### config.mk
export PLATFORM = sky130hd
export DESIGN_NAME = sync_crlf_frame_receiver
export DESIGN_NICKNAME = d
export VERILOG_FILES = /design/src/hdl/sfr_pkg.sv /design/src/hdl/sfr_step.sv /design/src/hdl/sync_crlf_frame_receiver.sv
export SDC_FILE = /design/constraint.sdc
export NUM_CORES = 1
export LEC_CHECK = 0
export ABC_CLOCK_PERIOD_IN_PS = 4600
export BUFFER_PORTS_ARGS = -buffer_cell sky130_fd_sc_hd__clkbuf_2
export CAP_MARGIN = 10
export CORE_MARGIN = 5
export CORE_UTILIZATION = 25
export DETAILED_ROUTE_END_ITERATION = 6
export PLACE_DENSITY = 0.52
export RECOVER_POWER = 25
export SLEW_MARGIN = 30
export SYNTH_ARGS = -nofsm -noshare
export SYNTH_HDL_FRONTEND = slang
export SYNTH_SLANG_ARGS = --single-unit
### constraint.sdc
create_clock -name clk -period 4.6 [get_ports clk]
set_input_delay 0.23 -clock clk [delete_from_list [all_inputs] [get_ports clk]]
set_output_delay 0.23 -clock clk [all_outputs]
set_load 0.05 [all_outputs]
### src/hdl/sfr_pkg.sv
// Types, codes and constants of the CR-LF frame receiver.
// No dependencies; used by every module of the block.
package sfr_pkg;

  localparam int SLOTS        = 8;
  localparam int SLOT_W       = 3;
  localparam int HEADER_BYTES = 12;
  localparam int CNT_W        = 6;

  localparam logic [7:0] CHAR_CR = 8'h0D;
  localparam logic [7:0] CHAR_LF = 8'h0A;

  localparam logic [7:0] RST_SYNC_FIRST  = 8'h04;
  localparam logic [7:0] RST_SYNC_SECOND = 8'h93;
  localparam logic [5:0] RST_MIN_LEN     = 6'd17;
  localparam logic [5:0] RST_MAX_COUNT   = 6'd48;

  localparam int OUT_DATA_W = 40;
  localparam int CFG_IDX_W  = 3;

  typedef enum logic [2:0] {
    ST_HUNT     = 3'd0,
    ST_BYTE     = 3'd1,
    ST_OK       = 3'd2,
    ST_OVERFLOW = 3'd3,
    ST_LEN_ERR  = 3'd4,
    ST_SUM_ERR  = 3'd5
  } status_t;

  typedef enum logic [CFG_IDX_W-1:0] {
    REG_SYNC_FIRST  = 3'd0,
    REG_SYNC_SECOND = 3'd1,
    REG_MIN_LEN     = 3'd2,
    REG_MAX_COUNT   = 3'd3,
    REG_CHECK_EN    = 3'd4
  } reg_idx_t;

  typedef struct packed {
    logic [7:0] sync_first;
    logic [7:0] sync_second;
    logic [5:0] min_frame_len;
    logic [5:0] max_count;
    logic       check_enable;
  } cfg_t;

  typedef struct packed {
    logic             in_frame;
    logic [CNT_W-1:0] byte_count;
    logic [7:0]       length_high;
    logic [7:0]       length_low;
    logic [7:0]       running_xor;
    logic [2:0][7:0]  delayed_bytes;  // [0] newest
    logic [SLOT_W-1:0] slot_pointer;
  } state_t;

  typedef struct packed {
    status_t           status;
    logic [7:0]        byte_out;
    logic [5:0]        byte_position;
    logic [5:0]        frame_size;
    logic [15:0]       payload_length;
    logic [SLOT_W-1:0] slot_index;
  } result_t;

endpackage

### src/hdl/sfr_step.sv
// Per-byte next-state and result logic of the CR-LF frame receiver.
// Depends on sfr_pkg.
module sfr_step (
  input  sfr_pkg::cfg_t    cfg,
  input  sfr_pkg::state_t  cur,
  input  logic [7:0]       data_byte,
  output sfr_pkg::state_t  nxt,
  output sfr_pkg::result_t res
);

  always_comb begin
    logic        crlf;
    logic [5:0]  cnt_inc;
    logic [7:0]  xr;
    logic [7:0]  body;
    logic [16:0] len;
    logic [16:0] want;

    nxt = cur;
    res.status         = sfr_pkg::ST_HUNT;
    res.byte_out       = data_byte;
    res.byte_position  = '0;
    res.frame_size     = '0;
    res.payload_length = '0;
    res.slot_index     = cur.slot_pointer;

    crlf    = (data_byte == sfr_pkg::CHAR_LF) && (cur.delayed_bytes[0] == sfr_pkg::CHAR_CR);
    cnt_inc = cur.byte_count + 6'd1;
    xr      = cur.running_xor;
    body    = '0;
    len     = '0;
    want    = '0;

    if (!cur.in_frame) begin
      priority if (data_byte == cfg.sync_first && cur.byte_count == 6'd0) begin
        nxt.byte_count = 6'd1;
      end else if (data_byte == cfg.sync_second && cur.byte_count == 6'd1) begin
        nxt.byte_count    = 6'd2;
        nxt.in_frame      = 1'b1;
        nxt.length_high   = '0;
        nxt.length_low    = '0;
        nxt.running_xor   = '0;
        res.byte_position = 6'd1;
        res.status        = sfr_pkg::ST_BYTE;
      end else if (data_byte == cfg.sync_first && cur.byte_count == 6'd1) begin
        nxt.byte_count = cur.byte_count;
      end else begin
        nxt.byte_count = '0;
      end
      nxt.delayed_bytes = {cur.delayed_bytes[1:0], data_byte};
    end else if (cur.byte_count > cfg.max_count || cur.byte_count == 6'd63) begin
      res.status        = sfr_pkg::ST_OVERFLOW;
      res.byte_position = cur.byte_count;
      nxt.in_frame      = 1'b0;
      nxt.byte_count    = '0;
    end else begin
      res.byte_position = cur.byte_count;
      res.status        = sfr_pkg::ST_BYTE;
      nxt.byte_count    = cnt_inc;
      if (cur.byte_count == 6'd10) nxt.length_high = data_byte;
      if (cur.byte_count == 6'd11) nxt.length_low  = data_byte;
      if (cur.byte_count >= 6'(sfr_pkg::HEADER_BYTES)) xr = cur.running_xor ^ data_byte;
      nxt.running_xor   = xr;
      nxt.delayed_bytes = {cur.delayed_bytes[1:0], data_byte};

      len  = {1'b0, nxt.length_high, nxt.length_low};
      want = len + 17'(sfr_pkg::HEADER_BYTES + 2);
      // body XOR excludes the checksum byte and the trailing CR LF
      body = xr ^ data_byte ^ cur.delayed_bytes[0] ^ cur.delayed_bytes[1];

      if (crlf && cnt_inc >= cfg.min_frame_len) begin
        res.frame_size     = cnt_inc;
        res.payload_length = len[15:0];
        res.status         = sfr_pkg::ST_OK;
        if (cfg.check_enable) begin
          if (len == 17'd0 || {11'd0, cnt_inc} != want) begin
            res.status = sfr_pkg::ST_LEN_ERR;
          end else if (body != cur.delayed_bytes[1]) begin
            res.status = sfr_pkg::ST_SUM_ERR;
          end
        end
        nxt.in_frame   = 1'b0;
        nxt.byte_count = '0;
        nxt.slot_pointer = (cur.slot_pointer == sfr_pkg::SLOT_W'(sfr_pkg::SLOTS - 1))
                         ? '0 : cur.slot_pointer + 1'b1;
      end
    end
  end

endmodule

### src/hdl/sync_crlf_frame_receiver.sv
// Top level of the CR-LF frame receiver: stream ports, config registers,
// frame state and the result register. Depends on sfr_pkg and sfr_step.
//
// Takes one byte per request and returns one result per byte. A byte is
// accepted every cycle while the result register is empty or being drained;
// the result shows in the cycle after acceptance. The whole per-byte
// decision (sync hunt, count, CR LF end, length and XOR checks) sits in one
// combinational step between the frame state and the result register.
module sync_crlf_frame_receiver (
  input  logic        clk,
  input  logic        rst,
  input  logic        s_axis_tvalid,
  output logic        s_axis_tready,
  input  logic [7:0]  s_axis_tdata,   // data_byte[7:0]
  output logic        m_axis_tvalid,
  input  logic        m_axis_tready,
  // byte_out[7:0], byte_position[13:8], frame_size[19:14],
  // payload_length[35:20], slot_index[38:36], zero[39]
  output logic [sfr_pkg::OUT_DATA_W-1:0] m_axis_tdata,
  output logic [2:0]  m_axis_tuser,   // status[2:0]
  input  logic        cfg_valid,
  output logic        cfg_ready,
  input  logic [sfr_pkg::CFG_IDX_W-1:0] cfg_index,
  input  logic [7:0]  cfg_data
);

  sfr_pkg::cfg_t    cfg;
  sfr_pkg::state_t  st;
  sfr_pkg::state_t  st_next;
  sfr_pkg::result_t res_next;
  sfr_pkg::result_t res;
  logic             accept;

  assign cfg_ready     = 1'b1;
  assign s_axis_tready = !m_axis_tvalid || m_axis_tready;
  assign accept        = s_axis_tvalid && s_axis_tready;

  sfr_step u_step (
    .cfg       (cfg),
    .cur       (st),
    .data_byte (s_axis_tdata),
    .nxt       (st_next),
    .res       (res_next)
  );

  always_ff @(posedge clk) begin
    if (rst) begin
      cfg.sync_first    <= sfr_pkg::RST_SYNC_FIRST;
      cfg.sync_second   <= sfr_pkg::RST_SYNC_SECOND;
      cfg.min_frame_len <= sfr_pkg::RST_MIN_LEN;
      cfg.max_count     <= sfr_pkg::RST_MAX_COUNT;
      cfg.check_enable  <= 1'b1;
    end else if (cfg_valid && cfg_ready) begin
      unique case (sfr_pkg::reg_idx_t'(cfg_index))
        sfr_pkg::REG_SYNC_FIRST:  cfg.sync_first    <= cfg_data;
        sfr_pkg::REG_SYNC_SECOND: cfg.sync_second   <= cfg_data;
        sfr_pkg::REG_MIN_LEN:     cfg.min_frame_len <= cfg_data[5:0];
        sfr_pkg::REG_MAX_COUNT:   cfg.max_count     <= cfg_data[5:0];
        sfr_pkg::REG_CHECK_EN:    cfg.check_enable  <= cfg_data[0];
        default: ;
      endcase
    end
  end

  always_ff @(posedge clk) begin
    if (rst) begin
      st            <= '0;
      m_axis_tvalid <= 1'b0;
    end else if (accept) begin
      st            <= st_next;
      m_axis_tvalid <= 1'b1;
    end else if (m_axis_tready) begin
      m_axis_tvalid <= 1'b0;
    end
  end

  always_ff @(posedge clk) begin
    if (accept) res <= res_next;
  end

  assign m_axis_tuser = res.status;
  assign m_axis_tdata = {1'b0, res.slot_index, res.payload_length, res.frame_size,
                         res.byte_position, res.byte_out};

endmodule

=== After elaboration in Yosys (flattened, before gate mapping) ===
Cells that the tools add are included.

* Add/sub/neg operators: 3
* Multiplexer cells: 35
* Bitwise operators: 7
* Reductions and logical operators: 25
* Equality and inequality tests: 18
* Magnitude comparators: 3

{| class="wikitable"
|+ Operators by type and width
! kind !! count
|-
| 8-bit 2-to-1 mux || 9
|-
| 55-bit 2-to-1 mux || 1
|-
| 51-bit 2-to-1 mux || 1
|-
| 24-bit 2-to-1 mux || 2
|-
| 8-bit XOR || 4
|-
| 6-bit 2-to-1 mux || 5
|-
| 3-bit 2-to-1 mux || 9
|-
| 16-bit by 4-bit adder with 17-bit output, second input constant || 1
|-
| 6-bit by 17-bit inequality test with 1-bit output || 1
|-
| 8-bit by 4-bit equality test with 1-bit output, second input constant || 2
|-
| 8-bit equality test || 2
|-
| 16-bit logical NOT || 1
|-
| 7-bit 2-to-1 mux || 2
|-
| 2-bit AND reduction || 7
|-
| 6-bit by 4-bit equality test with 1-bit output, second input constant || 2
|-
| 8-bit inequality test || 1
|-
| 4-bit AND reduction || 2
|-
| 6-bit by 1-bit adder with 6-bit output, second input constant || 1
|-
| 3-bit by 2-bit equality test with 1-bit output, second input constant || 2
|-
| 3-bit equality test, second input constant || 2
|-
| 6-bit by 1-bit equality test with 1-bit output, second input constant || 1
|-
| 6-bit equality test, second input constant || 1
|-
| 6-bit by 4-bit >= comparator with 1-bit output, second input constant || 1
|-
| 6-bit >= comparator || 1
|-
| other kinds (14) || 30
|}

* Bits of input ports: 24
* Word-level logic and storage cells: 111
* Output and inout bits: 46
* Register bits after elaboration: 122

=== Logic depth before layout (Yosys ltp) ===
* Depth in word-level cells: 14
* Mapped depth: 14
* Mapped depth without buffers: 12

=== Modules after synthesis ===
From an unflattened synthesis, not the netlist that was laid out.

* Cells, all modules: 940
* Area, all modules: 8,298.0 um^2

{| class="wikitable"
|+ By module, submodules not included
! module !! seq. area each (um^2) !! cells an instance !! area each (um^2) !! instances
|-
| sync_crlf_frame_receiver || 3,022.9 || 421 || 4,926.0 || 1
|-
| sfr_step || 0.0 || 519 || 3,372.0 || 1
|}

=== Least setup slack after synthesis ===
OpenSTA, ideal clock, no wires.

* Path kind: register to register
* From: register m_axis_tvalid
* To: register st[52] in the netlist's numbering
* Arrival: 3.295 ns
* Path slack: 1.220 ns
* Clock period less this slack: 3.380 ns
* Path buffers: 1
* Setup time: 0.086 ns
* Cell stages (with the launch flop): 9
* Data required time: 4.514 ns
* Cell sequence: dfxtp_1 > nand2b_1 > nand2_1 > clkinv_1 > o41ai_1 > clkbuf_1 > inv_1 > o211a_1 > a211oi_1

* Cells in the longest elaborated chain, start to end: 4

{| class="wikitable"
|+ Ends and longest elaborated chain
! element !! RTL line !! source
|-
| start: declaration || sync_crlf_frame_receiver.sv:15 || <nowiki>output logic m_axis_tvalid,</nowiki>
|-
| start signal: assignment || sync_crlf_frame_receiver.sv:68 || <nowiki>m_axis_tvalid <= 1'b0;</nowiki>
|-
| start signal: assignment || sync_crlf_frame_receiver.sv:71 || <nowiki>m_axis_tvalid <= 1'b1;</nowiki>
|-
| start signal: assignment || sync_crlf_frame_receiver.sv:73 || <nowiki>m_axis_tvalid <= 1'b0;</nowiki>
|-
| 1-bit logical NOT || sync_crlf_frame_receiver.sv:35 || <nowiki>assign s_axis_tready = !m_axis_tvalid || m_axis_tready;</nowiki>
|-
| 1-bit logical OR || sync_crlf_frame_receiver.sv:35 ||
|-
| net s_axis_tready || sync_crlf_frame_receiver.sv:13 || <nowiki>output logic s_axis_tready,</nowiki>
|-
| 1-bit logical AND || sync_crlf_frame_receiver.sv:36 || <nowiki>assign accept = s_axis_tvalid && s_axis_tready;</nowiki>
|-
| net accept || sync_crlf_frame_receiver.sv:32 || <nowiki>logic accept;</nowiki>
|-
| 2-bit AND reduction (no source line) || n/a ||
|-
| end signal: assignment || sync_crlf_frame_receiver.sv:70 || <nowiki>st <= st_next;</nowiki>
|-
| end: declaration || sync_crlf_frame_receiver.sv:28 || <nowiki>sfr_pkg::state_t st;</nowiki>
|}

The timed path passes the listed nets, and every way through them passes these cells.
A chain may end at the register's enable or synchronous reset.

=== Final worst setup path ===
* From: register st[54] in the netlist's numbering
* To: register res, in the netlist m_axis_tuser[2], data pin

* Cells in the longest elaborated chain, start to end: 14
* Elaborated cells on any way between the ends: 32
* Classes of those cells: add/sub (2); order compare (3); eq/ne (5); mux (15); bitwise (3); reduce/logical (4)

{| class="wikitable"
|+ Ends and longest elaborated chain
! element !! RTL line !! source
|-
| branches (longest 12 deep; another with 16-bit by 4-bit adder with 17-bit output) || n/a ||
|-
| 3-bit 2-to-1 mux (*) || sfr_step.sv:51 || <nowiki>end else if (cur.byte_count > cfg.max_count || cur.byte_count == 6'd63) begin</nowiki>
|-
| 3-bit 2-to-1 mux (*) || sfr_step.sv:34 || <nowiki>if (!cur.in_frame) begin</nowiki>
|-
| end signal: assignment || sync_crlf_frame_receiver.sv:78 || <nowiki>if (accept) res <= res_next;</nowiki>
|-
| end: declaration || sync_crlf_frame_receiver.sv:31 || <nowiki>sfr_pkg::result_t res;</nowiki>
|}

Every way passes the cells marked *. The select of a mux whose other input is x is not followed.

==> results.toml <==
[clock_tree]
cts_tree = "done"
clock_path_buffers = 2
clock-root-buffer = "clkbuf_16"
cts_htree_levels = 4
path_clk_slew_ns = 0.06
ctsHoldBuffers = 0
cts_made_buffers = 17
cts-resized-gates = 0
clkLatencyLatePin_ns = 0.43
postCtsSetupRepairBufs = 0
cts_num_sinks = 114

[finish]
antenna_cells_inserted = 0
final_nets = 780
fin_area_sq_um = 7425
area_growth_syn_to_layout_pct = 19.08
instances_no_fill = 1074
drive_gt1_share_pct = 13.20

[critical_path]
criticalPathCategory = "reg -> reg"
end_kind = "flip-flop"
worstPathMaxFanout = 13
worstPathRequired_ns = 4.78
start_kind = "flip-flop"
worstPathArrival_ns = 4.09

[run_status]
status = "finished, violations left"
failed_checks = "capacitance limit, slew limit"

[yosys]
yosys_register_bits = 114
synth_top_cell_area_share_pct = 23.12
synth_nets = 731
async_flop_share_pct = 0
synth_warnings = 0
synth_area_sq_um = 6235
synth_most_common_cell = "nand2_1"
synth_edf_count = 42
ys_seq_area_share_pct = 43.35
synthTopCellsByArea = "dfxtp_1 23%, edfxtp_1 20%, mux2i_1 5.1%, nand2_1 4.8%, a21oi_1 4.0%"
syn_inst = 688
ys.flop_type = "dfxtp_1"
synth.largest_area_cell = "dfxtp_1"
syn_area_per_cell_sq_um = 9.062
synth_cell_types = 69
ys_top_cells_by_count = "80 x nand2_1, 72 x dfxtp_1, 50 x a21oi_1, 50 x nor2_1, 42 x edfxtp_1"

[drt]
met2WireLength_microns = 7914
wl_met3_microns = 1099
drt-initial-drc-count = 406
top_layer_used = "met4"
drt_wl_total_microns = 17710
wl_met1_microns = 8468
firstDrtPassIters = 5
dr_total_vias = 5242
ant_nets = 0
post_drt_wl_per_cell_microns = 16.49
drc_errors = 0
viasPerCell = 4.881

[worst_hold_path]
hold_path.class = "in -> reg"

[flow_run]
drv_cap = 1

[global_routing]
gr-total-overflow = 0
grt_pass1_vias = 5151
grt_use_total_pct = 12.77
grt_max_degree = 58
grt_pass1_wl_microns = 28660
antenna_found_initial = 0

[timing]
max-slew-margin-rel_pct = -77.39
slew_viol_final = 58
period_needed_ns = 3.915
period_share_pct = 85.12
max_clock_freq_mhz = 255.4
rsz0062_at_grt = "false"
fin_ws_ns = 0.6846
finClkSkew_ns = 0.01413
final.setup.tns_ns = 0
hold_viol = 0
setup_viol = 0
max_slew.worst_pin.slew_ns = 2.661

[floorplanning]
dieArea_sq_um = 28200
initial_core_util_pct = 25.49
io_pins = 70
die_y_microns = 167.9
die_w_microns = 167.9
core_sq_um = 24460
row_count = 57

[power_and_ir_drop]
power_density_nw_per_um2 = 368.2
peakVddDrop_v = 0.0001466
totalPowerFinal_uw = 2734
leakage_uw = 0.002730

[place]
post-place-ws_ns = 0.7742
dpl_cell_area_sq_um = 6838
place_inst = 1042
numPortBuffers = 67
hpwlAfterDp_microns = 12580
gp_congestion = 0.8261
==> final cells by class <==
cell class                      count  area, sq um
Multi-Input combinational cell    490         3197
Sequential cell                   114         2703
Fill cell                        2597        17040
Timing Repair Buffer               75        360.3
Clock inverter                     12        156.4
Tap cell                          324        405.4
Clock buffer                       20        456.7
Inverter                           39        146.4
==> cell usage in the layout, fill, tap and decap left out, types with 22 or more instances in the layout <==
cell | netlist | layout
nand2_1 | 80 | 80
dfxtp_1 | 72 | 72
nor2_1 | 50 | 50
a21oi_1 | 50 | 50
clkbuf_2 | 0 | 45
edfxtp_1 | 42 | 42
inv_1 | 37 | 38
mux2i_1 | 32 | 32
clkbuf_1 | 31 | 25
xnor2_1 | 22 | 22
==> path summary, 6_finish.rpt <==
check	startpoint	endpoint	slack, ns	cells past startpoint
min	s_axis_tvalid	m_axis_tvalid	0.03	3
min reg2reg	cfg[4]	cfg[4]	0.46	2
max reg2reg	st[54]	m_axis_tuser[2]	0.68	11
max	st[54]	m_axis_tuser[2]	0.68	11
==> sequential cells by signal, summed over array words and instances (netlist names) <==
name / count
cfg: 29
m_axis_tdata: 39
st: 42
m_axis_tvalid: 1
m_axis_tuser: 3
==> worst max-delay path: stages (launching register included) <==
cell	delay (ns)
dfxtp_1	0.61
or4b_4	0.56
nor2_4	0.31
mux2i_1	0.42
ha_1	0.30
o31ai_1	0.10
o211ai_1	0.42
mux2i_1	0.13
a311o_1	0.38
nand2_1	0.12
nand4_1	0.09
and3_1	0.23
==> cells by family (layout without fill, tap and decap cells) <==
group | after synthesis | in the layout | share of synthesized area (%)
buffers and inverters | 84 | 146 | 5.519
xor gates and xnor gates | 41 | 41 | 5.760
muxes | 36 | 36 | 5.900
DFF | 114 | 114 | 43.35
AOI/OAI and AO/OA | 138 | 138 | 14.73
and+or+nand+nor | 254 | 254 | 20.81
adders and majority gates | 19 | 19 | 3.813
other | 2 | 2 | 0.1205
==> stage by stage <==
stage	utilization, %	hold slack (ns)
2_1_floorplan	-	0.3289
3_3_place_gp	27.95	0.4459
3_5_place_dp	27.95	0.4500
4_1_cts	30.46	0.01948
5_1_grt	30.35	0.03309
6_report	30.35	0.02780
==> routing by layer <==
layer / vias to the layer above / GRT usage (%)
met2: 166 / 19.90
li1: 2552 / -
met5: - / 0
met4: 0 / 4.058
met3: 17 / 3.353
met1: 2507 / 17.31
==> power breakdown <==
group          internal [uW]  switching [uW]
Sequential              1080            19.0
Clock                    880             487
Combinational           71.1             199
No activity file was read; power rests on OpenSTA's default activity.
